`src/sv/smx_pkg.sv`:
```
package smx_pkg;

	localparam int DATA_W = 32;
	localparam int OP_W = 4;
	localparam int SLOT_W = 4;
	localparam int TARGET_W = 8;
	localparam int DEPTH_OUT_W = 5;

	localparam int STACK_DEPTH_DEF = 16;
	localparam int VAR_SLOTS_DEF = 16;

	// Entries in the queue between front and back; a power of two.
	localparam int QDEPTH = 2;

	localparam logic [OP_W-1:0] OP_PUSH  = 4'd0;
	localparam logic [OP_W-1:0] OP_ADD   = 4'd1;
	localparam logic [OP_W-1:0] OP_SUB   = 4'd2;
	localparam logic [OP_W-1:0] OP_MUL   = 4'd3;
	localparam logic [OP_W-1:0] OP_WRITE = 4'd4;
	localparam logic [OP_W-1:0] OP_READ  = 4'd5;
	localparam logic [OP_W-1:0] OP_JZ    = 4'd6;
	localparam logic [OP_W-1:0] OP_JMP   = 4'd7;

	typedef enum logic [2:0] {
		K_NOP,
		K_PUSH,
		K_ARITH,
		K_WRITE,
		K_READ,
		K_JZ,
		K_JMP
	} kind_t;

	typedef enum logic [1:0] {
		ALU_ADD,
		ALU_SUB,
		ALU_MUL
	} alu_t;

	typedef struct packed {
		kind_t               kind;
		alu_t                alu;
		logic [DATA_W-1:0]   value;
		logic [SLOT_W-1:0]   slot;
		logic                slot_ok;
		logic [TARGET_W-1:0] target;
	} instr_t;

endpackage

```
`src/sv/smx_front.sv`:
```
module smx_front #(
	parameter int VAR_SLOTS = smx_pkg::VAR_SLOTS_DEF
) (
	input  logic                          clk,
	input  logic                          arst_n,
	input  logic                          in_valid,
	output logic                          in_stall,
	input  logic [smx_pkg::OP_W-1:0]      op,
	input  logic signed [smx_pkg::DATA_W-1:0] literal_value,
	input  logic [smx_pkg::SLOT_W-1:0]    var_slot,
	input  logic [smx_pkg::TARGET_W-1:0]  target_routine,
	output logic                          q_push,
	output smx_pkg::instr_t               q_wdata,
	input  logic                          q_full
);
	import smx_pkg::*;

	instr_t dec;
	instr_t instr_s1;
	logic   v_s1;
	logic   accept;

	always_comb begin
		dec.kind    = K_NOP;
		dec.alu     = ALU_ADD;
		dec.value   = $unsigned(literal_value);
		dec.slot    = var_slot;
		dec.slot_ok = 32'(var_slot) < 32'(VAR_SLOTS);
		dec.target  = target_routine;
		unique case (op)
			OP_PUSH:  dec.kind = K_PUSH;
			OP_ADD: begin
				dec.kind = K_ARITH;
				dec.alu  = ALU_ADD;
			end
			OP_SUB: begin
				dec.kind = K_ARITH;
				dec.alu  = ALU_SUB;
			end
			OP_MUL: begin
				dec.kind = K_ARITH;
				dec.alu  = ALU_MUL;
			end
			OP_WRITE: dec.kind = K_WRITE;
			OP_READ:  dec.kind = K_READ;
			OP_JZ:    dec.kind = K_JZ;
			OP_JMP:   dec.kind = K_JMP;
			default:  dec.kind = K_NOP;
		endcase
	end

	assign in_stall = v_s1 && q_full;
	assign accept   = in_valid && !in_stall;
	assign q_push   = v_s1 && !q_full;
	assign q_wdata  = instr_s1;

	always_ff @(posedge clk or negedge arst_n) begin
		if (!arst_n) begin
			v_s1 <= 1'b0;
		end else if (accept) begin
			v_s1 <= 1'b1;
		end else if (q_push) begin
			v_s1 <= 1'b0;
		end
	end

	always_ff @(posedge clk) begin
		if (accept) begin
			instr_s1 <= dec;
		end
	end

endmodule

```
`src/sv/smx_queue.sv`:
```
module smx_queue (
	input  logic            clk,
	input  logic            arst_n,
	input  logic            push,
	input  smx_pkg::instr_t wdata,
	output logic            full,
	input  logic            pop,
	output logic            valid,
	output smx_pkg::instr_t rdata
);
	import smx_pkg::*;

	localparam int PTR_W = (QDEPTH > 1) ? $clog2(QDEPTH) : 1;
	localparam int CNT_W = $clog2(QDEPTH + 1);

	instr_t             mem_q [QDEPTH];
	logic [PTR_W-1:0]   wr_ptr_q;
	logic [PTR_W-1:0]   rd_ptr_q;
	logic [CNT_W-1:0]   cnt_q;
	logic               do_push;
	logic               do_pop;

	assign full    = cnt_q == CNT_W'(QDEPTH);
	assign valid   = cnt_q != '0;
	assign rdata   = mem_q[rd_ptr_q];
	assign do_push = push && !full;
	assign do_pop  = pop && valid;

	always_ff @(posedge clk or negedge arst_n) begin
		if (!arst_n) begin
			wr_ptr_q <= '0;
			rd_ptr_q <= '0;
			cnt_q    <= '0;
		end else begin
			if (do_push) begin
				wr_ptr_q <= wr_ptr_q + PTR_W'(1);
			end
			if (do_pop) begin
				rd_ptr_q <= rd_ptr_q + PTR_W'(1);
			end
			if (do_push && !do_pop) begin
				cnt_q <= cnt_q + CNT_W'(1);
			end else if (do_pop && !do_push) begin
				cnt_q <= cnt_q - CNT_W'(1);
			end
		end
	end

	always_ff @(posedge clk) begin
		if (do_push) begin
			mem_q[wr_ptr_q] <= wdata;
		end
	end

	// The fill count never runs past the number of entries.
	a_cnt_range: assert property (@(posedge clk) disable iff (!arst_n)
		cnt_q <= CNT_W'(QDEPTH))
		else $error("queue fill count out of range");

	// A push into a full queue is never offered by the front.
	a_no_push_full: assert property (@(posedge clk) disable iff (!arst_n)
		full |-> !push)
		else $error("push offered to a full queue");

	// The pointers stay apart by exactly the fill count.
	a_ptr_gap: assert property (@(posedge clk) disable iff (!arst_n)
		(cnt_q == CNT_W'(QDEPTH)) || (cnt_q == '0) ||
		(PTR_W'(wr_ptr_q - rd_ptr_q) == PTR_W'(cnt_q)))
		else $error("queue pointers disagree with fill count");

endmodule

```
`src/sv/smx_back.sv`:
```
module smx_back #(
	parameter int STACK_DEPTH = smx_pkg::STACK_DEPTH_DEF,
	parameter int VAR_SLOTS   = smx_pkg::VAR_SLOTS_DEF
) (
	input  logic                               clk,
	input  logic                               arst_n,
	input  logic                               q_valid,
	input  smx_pkg::instr_t                    q_rdata,
	output logic                               q_pop,
	output logic                               out_valid,
	input  logic                               out_stall,
	output logic                               jump_taken,
	output logic [smx_pkg::TARGET_W-1:0]       jump_target,
	output logic signed [smx_pkg::DATA_W-1:0]  top_value,
	output logic [smx_pkg::DEPTH_OUT_W-1:0]    stack_depth,
	output logic signed [smx_pkg::DATA_W-1:0]  var_value,
	output logic                               overflow
);
	import smx_pkg::*;

	localparam int CNT_W  = $clog2(STACK_DEPTH + 1);
	localparam int VIDX_W = (VAR_SLOTS > 1) ? $clog2(VAR_SLOTS) : 1;

	typedef enum logic [1:0] {
		SH_HOLD,
		SH_PUSH,
		SH_POP,
		SH_POPLOAD
	} shift_t;

	logic [DATA_W-1:0]      stk_q [STACK_DEPTH];
	logic [DATA_W-1:0]      stk_n [STACK_DEPTH];
	logic [CNT_W-1:0]       cnt_q;
	logic [CNT_W-1:0]       cnt_n;
	logic [DATA_W-1:0]      var_q [VAR_SLOTS];

	logic                   fire;
	instr_t                 ins;
	logic                   has1;
	logic                   has2;
	logic                   full;
	logic [DATA_W-1:0]      opa;
	logic [DATA_W-1:0]      opb;
	logic [DATA_W-1:0]      alu_res;
	logic [VIDX_W-1:0]      vidx;
	logic [DATA_W-1:0]      var_rd;
	logic                   var_we;
	shift_t                 sh;
	logic [DATA_W-1:0]      new_top;
	logic                   jmp_n;
	logic                   ovf_n;

	logic                   out_v_q;
	logic                   jmp_q;
	logic [TARGET_W-1:0]    tgt_q;
	logic [DATA_W-1:0]      top_q;
	logic [DEPTH_OUT_W-1:0] depth_q;
	logic [DATA_W-1:0]      varv_q;
	logic                   ovf_q;

	assign ins   = q_rdata;
	assign q_pop = q_valid && (!out_v_q || !out_stall);
	assign fire  = q_pop;

	assign has1 = cnt_q != '0;
	assign has2 = cnt_q > CNT_W'(1);
	assign full = cnt_q == CNT_W'(STACK_DEPTH);
	assign opa  = has1 ? stk_q[0] : '0;
	assign opb  = has2 ? stk_q[1] : '0;
	assign vidx = VIDX_W'(ins.slot);

	assign var_rd = ins.slot_ok ? var_q[vidx] : '0;
	assign var_we = (ins.kind == K_WRITE) && ins.slot_ok;

	always_comb begin
		case (ins.alu)
			ALU_ADD: alu_res = opb + opa;
			ALU_SUB: alu_res = opb - opa;
			ALU_MUL: alu_res = opb * opa;
			default: alu_res = '0;
		endcase
	end

	always_comb begin
		sh      = SH_HOLD;
		new_top = alu_res;
		cnt_n   = cnt_q;
		jmp_n   = 1'b0;
		ovf_n   = 1'b0;
		unique case (ins.kind) inside
			K_PUSH, K_READ: begin
				new_top = (ins.kind == K_PUSH) ? ins.value : var_rd;
				if (full) begin
					ovf_n = 1'b1;
				end else begin
					sh    = SH_PUSH;
					cnt_n = cnt_q + CNT_W'(1);
				end
			end
			K_ARITH: begin
				sh    = SH_POPLOAD;
				cnt_n = has2 ? (cnt_q - CNT_W'(1)) : CNT_W'(1);
			end
			K_WRITE: begin
				sh    = SH_POP;
				cnt_n = has1 ? (cnt_q - CNT_W'(1)) : '0;
			end
			K_JZ: begin
				if (!has1 || (stk_q[0] == '0)) begin
					jmp_n = 1'b1;
					cnt_n = '0;
				end
			end
			K_JMP: begin
				jmp_n = 1'b1;
				cnt_n = '0;
			end
			default: begin
				sh = SH_HOLD;
			end
		endcase
	end

	always_comb begin
		stk_n = stk_q;
		case (sh) inside
			SH_PUSH: begin
				stk_n[0] = new_top;
				for (int i = 1; i < STACK_DEPTH; i++) begin
					stk_n[i] = stk_q[i-1];
				end
			end
			SH_POP, SH_POPLOAD: begin
				for (int i = 0; i < STACK_DEPTH - 1; i++) begin
					stk_n[i] = stk_q[i+1];
				end
				if (sh == SH_POPLOAD) begin
					stk_n[0] = new_top;
				end
			end
			default: begin
				stk_n = stk_q;
			end
		endcase
	end

	always_ff @(posedge clk or negedge arst_n) begin
		if (!arst_n) begin
			cnt_q <= '0;
			for (int i = 0; i < VAR_SLOTS; i++) begin
				var_q[i] <= '0;
			end
		end else if (fire) begin
			cnt_q <= cnt_n;
			if (var_we) begin
				var_q[vidx] <= opa;
			end
		end
	end

	always_ff @(posedge clk) begin
		if (fire) begin
			stk_q <= stk_n;
		end
	end

	always_ff @(posedge clk or negedge arst_n) begin
		if (!arst_n) begin
			out_v_q <= 1'b0;
		end else if (fire) begin
			out_v_q <= 1'b1;
		end else if (!out_stall) begin
			out_v_q <= 1'b0;
		end
	end

	always_ff @(posedge clk) begin
		if (fire) begin
			jmp_q   <= jmp_n;
			tgt_q   <= jmp_n ? ins.target : '0;
			top_q   <= (cnt_n == '0) ? '0 : stk_n[0];
			depth_q <= DEPTH_OUT_W'(cnt_n);
			varv_q  <= var_we ? opa : var_rd;
			ovf_q   <= ovf_n;
		end
	end

	assign out_valid   = out_v_q;
	assign jump_taken  = jmp_q;
	assign jump_target = tgt_q;
	assign top_value   = $signed(top_q);
	assign stack_depth = depth_q;
	assign var_value   = $signed(varv_q);
	assign overflow    = ovf_q;

	// The stack pointer never passes the stack size.
	a_cnt_range: assert property (@(posedge clk) disable iff (!arst_n)
		cnt_q <= CNT_W'(STACK_DEPTH))
		else $error("stack count beyond stack size");

	// A held result always reports the depth the stack is left at.
	a_depth_match: assert property (@(posedge clk) disable iff (!arst_n)
		out_v_q |-> (depth_q == DEPTH_OUT_W'(cnt_q)))
		else $error("reported depth disagrees with stack count");

	// A dropped push leaves a full stack behind it.
	a_ovf_full: assert property (@(posedge clk) disable iff (!arst_n)
		(out_v_q && ovf_q) |-> (cnt_q == CNT_W'(STACK_DEPTH)))
		else $error("overflow reported on a stack that is not full");

	// A taken jump always empties the stack.
	a_jump_clears: assert property (@(posedge clk) disable iff (!arst_n)
		(fire && jmp_n) |=> (cnt_q == '0))
		else $error("taken jump left entries on the stack");

endmodule

```
`src/sv/stack_machine_executor.sv`:
```
// Results pass the front register, the queue and the back output register.
// Throughput: one instruction per cycle while the output is not stalled; the
// back part updates the stack top and count together, which sets that figure.
// Reset: arst_n clears all valid flags and the queue, empties the operand stack
// and clears every variable to zero; no clearing pass is needed.
module stack_machine_executor #(
	parameter int STACK_DEPTH = smx_pkg::STACK_DEPTH_DEF,
	parameter int VAR_SLOTS   = smx_pkg::VAR_SLOTS_DEF
) (
	input  logic                               clk,
	input  logic                               arst_n,
	input  logic                               in_valid,
	output logic                               in_stall,
	input  logic [smx_pkg::OP_W-1:0]           op,
	input  logic signed [smx_pkg::DATA_W-1:0]  literal_value,
	input  logic [smx_pkg::SLOT_W-1:0]         var_slot,
	input  logic [smx_pkg::TARGET_W-1:0]       target_routine,
	output logic                               out_valid,
	input  logic                               out_stall,
	output logic                               jump_taken,
	output logic [smx_pkg::TARGET_W-1:0]       jump_target,
	output logic signed [smx_pkg::DATA_W-1:0]  top_value,
	output logic [smx_pkg::DEPTH_OUT_W-1:0]    stack_depth,
	output logic signed [smx_pkg::DATA_W-1:0]  var_value,
	output logic                               overflow
);
	import smx_pkg::*;

	// The front part registers each input transfer and decodes the opcode
	// into an instruction class, an ALU operation and a range check on the
	// variable slot. Its stall depends only on its own register and on the
	// queue being full, so it never looks at the input valid.
	logic   q_push;
	instr_t q_wdata;
	logic   q_full;
	logic   q_valid;
	logic   q_pop;
	instr_t q_rdata;

	smx_front #(
		.VAR_SLOTS(VAR_SLOTS)
	) u_front (
		.clk           (clk),
		.arst_n        (arst_n),
		.in_valid      (in_valid),
		.in_stall      (in_stall),
		.op            (op),
		.literal_value (literal_value),
		.var_slot      (var_slot),
		.target_routine(target_routine),
		.q_push        (q_push),
		.q_wdata       (q_wdata),
		.q_full        (q_full)
	);

	// A short queue of decoded instructions decouples the two halves, so a
	// stalled output does not immediately push back on the input side.
	smx_queue u_queue (
		.clk   (clk),
		.arst_n(arst_n),
		.push  (q_push),
		.wdata (q_wdata),
		.full  (q_full),
		.pop   (q_pop),
		.valid (q_valid),
		.rdata (q_rdata)
	);

	// The back part holds the operand stack as a shift stack with the top
	// at entry zero, plus the variable table. It executes one instruction
	// whenever its output register is free or being drained by a transfer,
	// and loads the full result into that register in the same cycle.
	smx_back #(
		.STACK_DEPTH(STACK_DEPTH),
		.VAR_SLOTS  (VAR_SLOTS)
	) u_back (
		.clk        (clk),
		.arst_n     (arst_n),
		.q_valid    (q_valid),
		.q_rdata    (q_rdata),
		.q_pop      (q_pop),
		.out_valid  (out_valid),
		.out_stall  (out_stall),
		.jump_taken (jump_taken),
		.jump_target(jump_target),
		.top_value  (top_value),
		.stack_depth(stack_depth),
		.var_value  (var_value),
		.overflow   (overflow)
	);

endmodule

```
`config.mk`:
```
export PLATFORM = sky130hd
export DESIGN_NAME = stack_machine_executor
export DESIGN_NICKNAME = d
export VERILOG_FILES = /design/src/sv/smx_pkg.sv /design/src/sv/smx_front.sv /design/src/sv/smx_queue.sv /design/src/sv/smx_back.sv /design/src/sv/stack_machine_executor.sv
export SDC_FILE = /design/constraint.sdc
export NUM_CORES = 2
export LEC_CHECK = 0
export BUFFER_PORTS_ARGS = -buffer_cell sky130_fd_sc_hd__buf_2
export CORE_MARGIN = 10
export CORE_UTILIZATION = 50
export CTS_BUF_LIST = sky130_fd_sc_hd__clkbuf_16
export CTS_CLUSTER_DIAMETER = 30
export DETAILED_ROUTE_END_ITERATION = 12
export PLACE_DENSITY_LB_ADDON = 0.15
export SYNTH_ARGS = -nofsm -noshare
export SYNTH_HDL_FRONTEND = slang
export SYNTH_SLANG_ARGS = --single-unit
```
`constraint.sdc`:
```
create_clock -name clk -period 23.7 [get_ports clk]
set_input_delay 3.555 -clock clk [delete_from_list [all_inputs] [get_ports clk]]
set_output_delay 3.555 -clock clk [all_outputs]
set_load 0.05 [all_outputs]
```
# == After elaboration in Yosys (flattened, before gate mapping) ==
# Memory sizes are Yosys's and may differ from the RTL's.
# Cells that the tools add are included.
# totals
output_inout_bits,81
input_bits,52
n_memories,1
wordCells,154
ram_bits,98
ff_bits,1163
# classes
n_mul,1
bitwise_logic,1
n_eq_ne,21
mux,36
magnitude_cmp,3
n_reduce_logical,34
add_sub_neg,8
# mem_list
name,depth,width,rd,rd_clocked_by_memory_dff,write_ports,line,rtl
u_queue.mem_q,2,49,1,0,1,smx_queue.sv:16,instr_t mem_q [QDEPTH];
# op_table
operator,n
2-to-1 mux 480 bit,2
bitwise mux 512 bit,1
2-to-1 mux 32 bit,10
binary-select mux 32 bit (select 4 bit),1
demux 32 bit (select 4 bit),1
case mux 32 bit (3 select lines),1
adder 32 bit,1
zero test 32 bit,1
multiplier 32 x 32 -> 32 bit,1
subtractor 32 bit,1
case mux 5 bit (5 select lines),1
2-to-1 mux 5 bit,4
case mux 3 bit (6 select lines),1
equality test 4 x 3 -> 1 bit (second input constant),4
equality test 3 bit (second input constant),3
logical AND 1 bit,9
2-to-1 mux 1 bit,9
equality test 2 bit (second input constant),4
equality test 4 x 2 -> 1 bit (second input constant),2
nonzero test 2 bit,4
zero test 1 bit,7
equality test 3 x 2 -> 1 bit (second input constant),2
case mux 2 bit (3 select lines),1
AND reduction 2 bit,3
25 further kinds,30

# == Longest topological paths before layout ==
# An unclocked memory read counts as a cell.
# logic_depth
depth_word,11
ltp_mapped,35
mapped_depth_nobuf,30

# == Hierarchy ==
# From an unflattened synthesis, not the netlist that was laid out.
# unflattened
cells_unflattened,5987
area_unflattened_um2,70262.4
# by_module_without_submodules
module,seq_area_each_um2,cells_per_inst,n_inst,area_per_inst_um2
smx_back,30709.5,5746,1,64595.7
smx_queue,3103.0,175,1,4061.4
smx_front,1496.4,66,1,1605.3

# == Worst setup path before layout ==
# Ideal clock, no wire load.
# synth_timing
path_type,input port to flip-flop
startpoint,in out_stall
endpoint,"reg u_back.stk_q[100] (netlist bit), enable pin"
n_path_buf,1
slack_ps,-175
arrival_ps,22604
required_ps,22429
setup_time_ps,1271
cell_stages,4
path_cell_list,nand2_1 -> o21ai_0 -> clkbuf_1 -> nor2_1
# synth_via
elab_chain_len,4
# synth_lines
element,line,rtl
from (decl),stack_machine_executor.sv:19,"input logic out_stall,"
zero test 1 bit,smx_back.sv:62,assign q_pop = q_valid && (!out_v_q || !out_stall);
logical OR 1 bit,smx_back.sv:62,
logical AND 1 bit,smx_back.sv:62,
AND reduction 2 bit (no line),n/a,
to (signal assigned),smx_back.sv:163,stk_q <= stk_n;
to (decl),smx_back.sv:31,logic [DATA_W-1:0] stk_q [STACK_DEPTH];
# No other way between the ends.
# A chain may end at the register's enable or synchronous reset.

==> impl_results.md <==
* Post-CTS setup buffer count at 0
* Drt wl/cell at between 20 and 30 µm
* Violated checks: max-capacitance violations, max-slew violations
* Dpl cells at 7757
* Core footprint at 138000 µm²
* Startpoint Class: flop
* Maximum root-to-sink buffer count at 4
* Share of the yosys chip area belonging to registers at 0.506
* Top Ports at 133
* Synth cell count leaders: 1013 x nand2_1, 738 x edfxtp_1, 569 x o21ai_0
* Final cell count without fillers at 8272
* Unrepaired setup endpoints after global routing: false
* Max Cap Viol at 1
* Post-cts sizing count at 0
* Crit path arrival time at 10.93 ns
* Worst Hold End: u_queue.mem_q[1][0]
* H-tree depth at 5
* Unique masters post-synth at 84
* FP Rows at 136
* Max Slew Vio Count at 1
* Congestion Overflow GR at 0
* RR Startpoint: u_back.cnt_q[0]
* Relative slew slack at -0.00135
* Die Ht at around 390 µm
* Asr flop ratio synth at 0.415
* Synth top area share at 0.318
* Ys Warns at 0
* Post-route clock period utilization at 0.435
* Post-DR vias/cell at 6.04
* Hold_sp: u_front.q_wdata[0]
* Critical Path Sink Type: flop
* Via Count at 50.0k
* DR iter-0 viols at 5280
* Post-CTS Hold Buffers at 0
* DRC Markers at 0
* Crit-path max FO at 66
* WP data required at about 24 ns
* IO buf count at 132
* Ys flop type: edfxtp_1
* Starting Density at 0.505
* Total Wirelength at 219000 µm
* Crit path max-delay cell type: or4b_2
* R2R depth at 28
* Slew @ Worst Pin at 1.49 ns
* Top-count cell post-synth: nand2_1
* Pin count of the biggest net entering global routing at around 250
* Final net count at ~6.8k
* Number of global-route vias before repair at slightly above 50k
* GP Congestion at 1.02
* EDFF count, synth at 738
* CTS buffer count at around 300
* Largest cells by area after synthesis: edfxtp_1 32%, dfrtp_1 19%, fa_1 12%
* Fmax at 97.0 MHz
* Setup violators final at 0
* Final HPWL DP at 142000 µm
* Yosys reg bits at 1261
* Final Hold Viols at 0
* Clock transition at the registers of the reported paths at 0.05 ns
* HP Class: flop to flop
* Post-Syn Instances at 6081
* Die Wd at roughly 400 µm
* First-pass GRT wire length at 330000 µm
* Fin Clk Skew at 0.0843 ns
* Avg Inst Size Synth at between 10 and 15 µm²
* Hold depth at 0
* R2R Setup Slk at about 13 ns
* Antenna viol nets, final at 0
* Worst path most repeated cell: fa_1
* Outcome: finished, violations left
* Root buffer cell: clkbuf_16
* Crit Path Class: flop to flop
* Die footprint at 155000 µm²
* Synthesized cell area at about 70000 µm²
* FF/Latch Area at 35300 µm²
* Fin Setup TNS at 0 ns
* Clk sinks at about 1.3k
* GRT Overall Usage at 0.279
* Slowest Stage Delay on Critical Path at around 0.95 ns
* Area delta synth->final at 16.9%
* Initial antenna violation count at 16
* DR pass1 iterations at 7
* Fillers at 11.3k
* Share of cells above drive strength 1 at 0.144
* Final min period at 10.31 ns
* Syn nets at 6703
* FF-to-FF End: u_back.top_value[27]
* Multi-input logic area at between 30000 and 40000 µm²
* Cell taking the most area after synthesis: edfxtp_1
* Clock latency on the worst-skew pair at ~0.90 ns
* CTS tree: built
[through the flow]
stage	setup slack, ns	hold WS, ns	instance area, µm²	util
2_1_floorplan	7.48	0.421	69700	-
3_3_place_gp	13.91	0.422	72200	0.523
3_5_place_dp	13.71	0.429	72200	0.523
4_1_cts	13.72	0.441	81500	0.590
5_1_grt	13.12	0.449	81500	0.590
6_report	13.39	0.441	81500	0.590
[worst max path at each step]
stage	from	end	slack, ns
final	u_back.cnt_q[0]	u_back.top_value[27]	13.39
after global routing	u_back.cnt_q[0]	u_back.top_value[31]	13.12
after CTS	u_back.cnt_q[0]	u_back.top_value[27]	13.72
after detailed placement	u_back.cnt_q[0]	u_back.top_value[27]	13.71
after global placement	u_back.cnt_q[0]	u_back.top_value[27]	13.91
after floorplan	out_stall	u_back.stk_q[100]	7.48
[critical path, delay by kind of cell, from the launching register on]
family | cells | cell delay [ns]
DFF | 1 | 0.46
AOI/OAI and AO/OA | 7 | 1.96
and+or+nand+nor | 5 | 1.63
buffers and inverters | 5 | 1.20
adders and majority gates | 10 | 4.55
xor gates and xnor gates | 1 | 0.20
[area by class of cell]
| class | instances | share of cell area |
|---|---|---|
| Antenna cell | 4 | 0.000123 |
| Clock buffer | 300 | 0.0921 |
| Clock inverter | 211 | 0.0220 |
| Inverter | 427 | 0.0197 |
| Multi-Input combinational cell | 3961 | 0.385 |
| Sequential cell | 1261 | 0.433 |
| Tap cell | 1863 | 0.0286 |
| Timing Repair Buffer | 245 | 0.0194 |
[state kept, by name, summed over array words and instances (netlist names)]
signal              count
u_back.top_value       32
u_back.jump_target      8
u_queue.mem_q          98
u_back.jump_taken       1
u_back.stack_depth      5
u_back.out_valid        1
u_queue.cnt_q           2
u_back.stk_q          512
u_back.overflow         1
u_back.var_value       32
u_queue.wr_ptr_q        1
u_back.cnt_q            5
u_queue.rd_ptr_q        1
u_front.q_wdata        49
u_front.v_s1            1
u_back.var_q          512
[layer usage]
metal	track usage	share of wire
met3	0.103	0.11
met4	0.103	0.039
met1	0.390	0.43
met2	0.398	0.42
met5	0	0.00048
[cell usage in the layout, fill, tap and decap left out, types with 8 or more instances in the layout]
cell type and instances:
clkinvlp_4 38, bufinv_16 19, inv_6 26, nand3_1 47, mux4_2 128, a21o_1 38, nand2b_1 13, dfrtp_1 522
buf_4 108, a221oi_1 10, mux2i_1 47, o21ai_1 63, clkinv_1 49, and2_1 28, inv_1 431, clkbuf_16 300
and2_4 20, ha_1 161, nor3_1 26, fa_1 409, o21ai_0 568, nor2b_1 12, nand2_1 1002, a31oi_1 44
a211oi_1 11, clkinv_4 16, and3_1 40, a21oi_1 98, o31ai_1 8, a22oi_1 15, o22ai_1 23, xor2_1 35
buf_2 131, xnor2_1 93, nand3_2 11, clkinv_2 46, nor2_1 392, a22o_1 447, edfxtp_1 738, mux2_2 12
[cells by family (layout without fill, tap and decap cells)]
| family | count (synthesis) | after routing | share of synthesized area |
|---|---|---|---|
| other cells | 0 | 4 | 0 |
| xor+xnor | 132 | 132 | 0.0174 |
| fa+ha+maj | 570 | 570 | 0.146 |
| buf+inv | 859 | 1183 | 0.0476 |
| mux | 191 | 191 | 0.0506 |
| simple gates | 1659 | 1659 | 0.0985 |
| flops | 1261 | 1261 | 0.506 |
| compound gates | 1409 | 1409 | 0.134 |
Power is left out: the tool's default activity adds up to more than one toggle a clock period on the data nets, which glitch-free logic cannot reach.
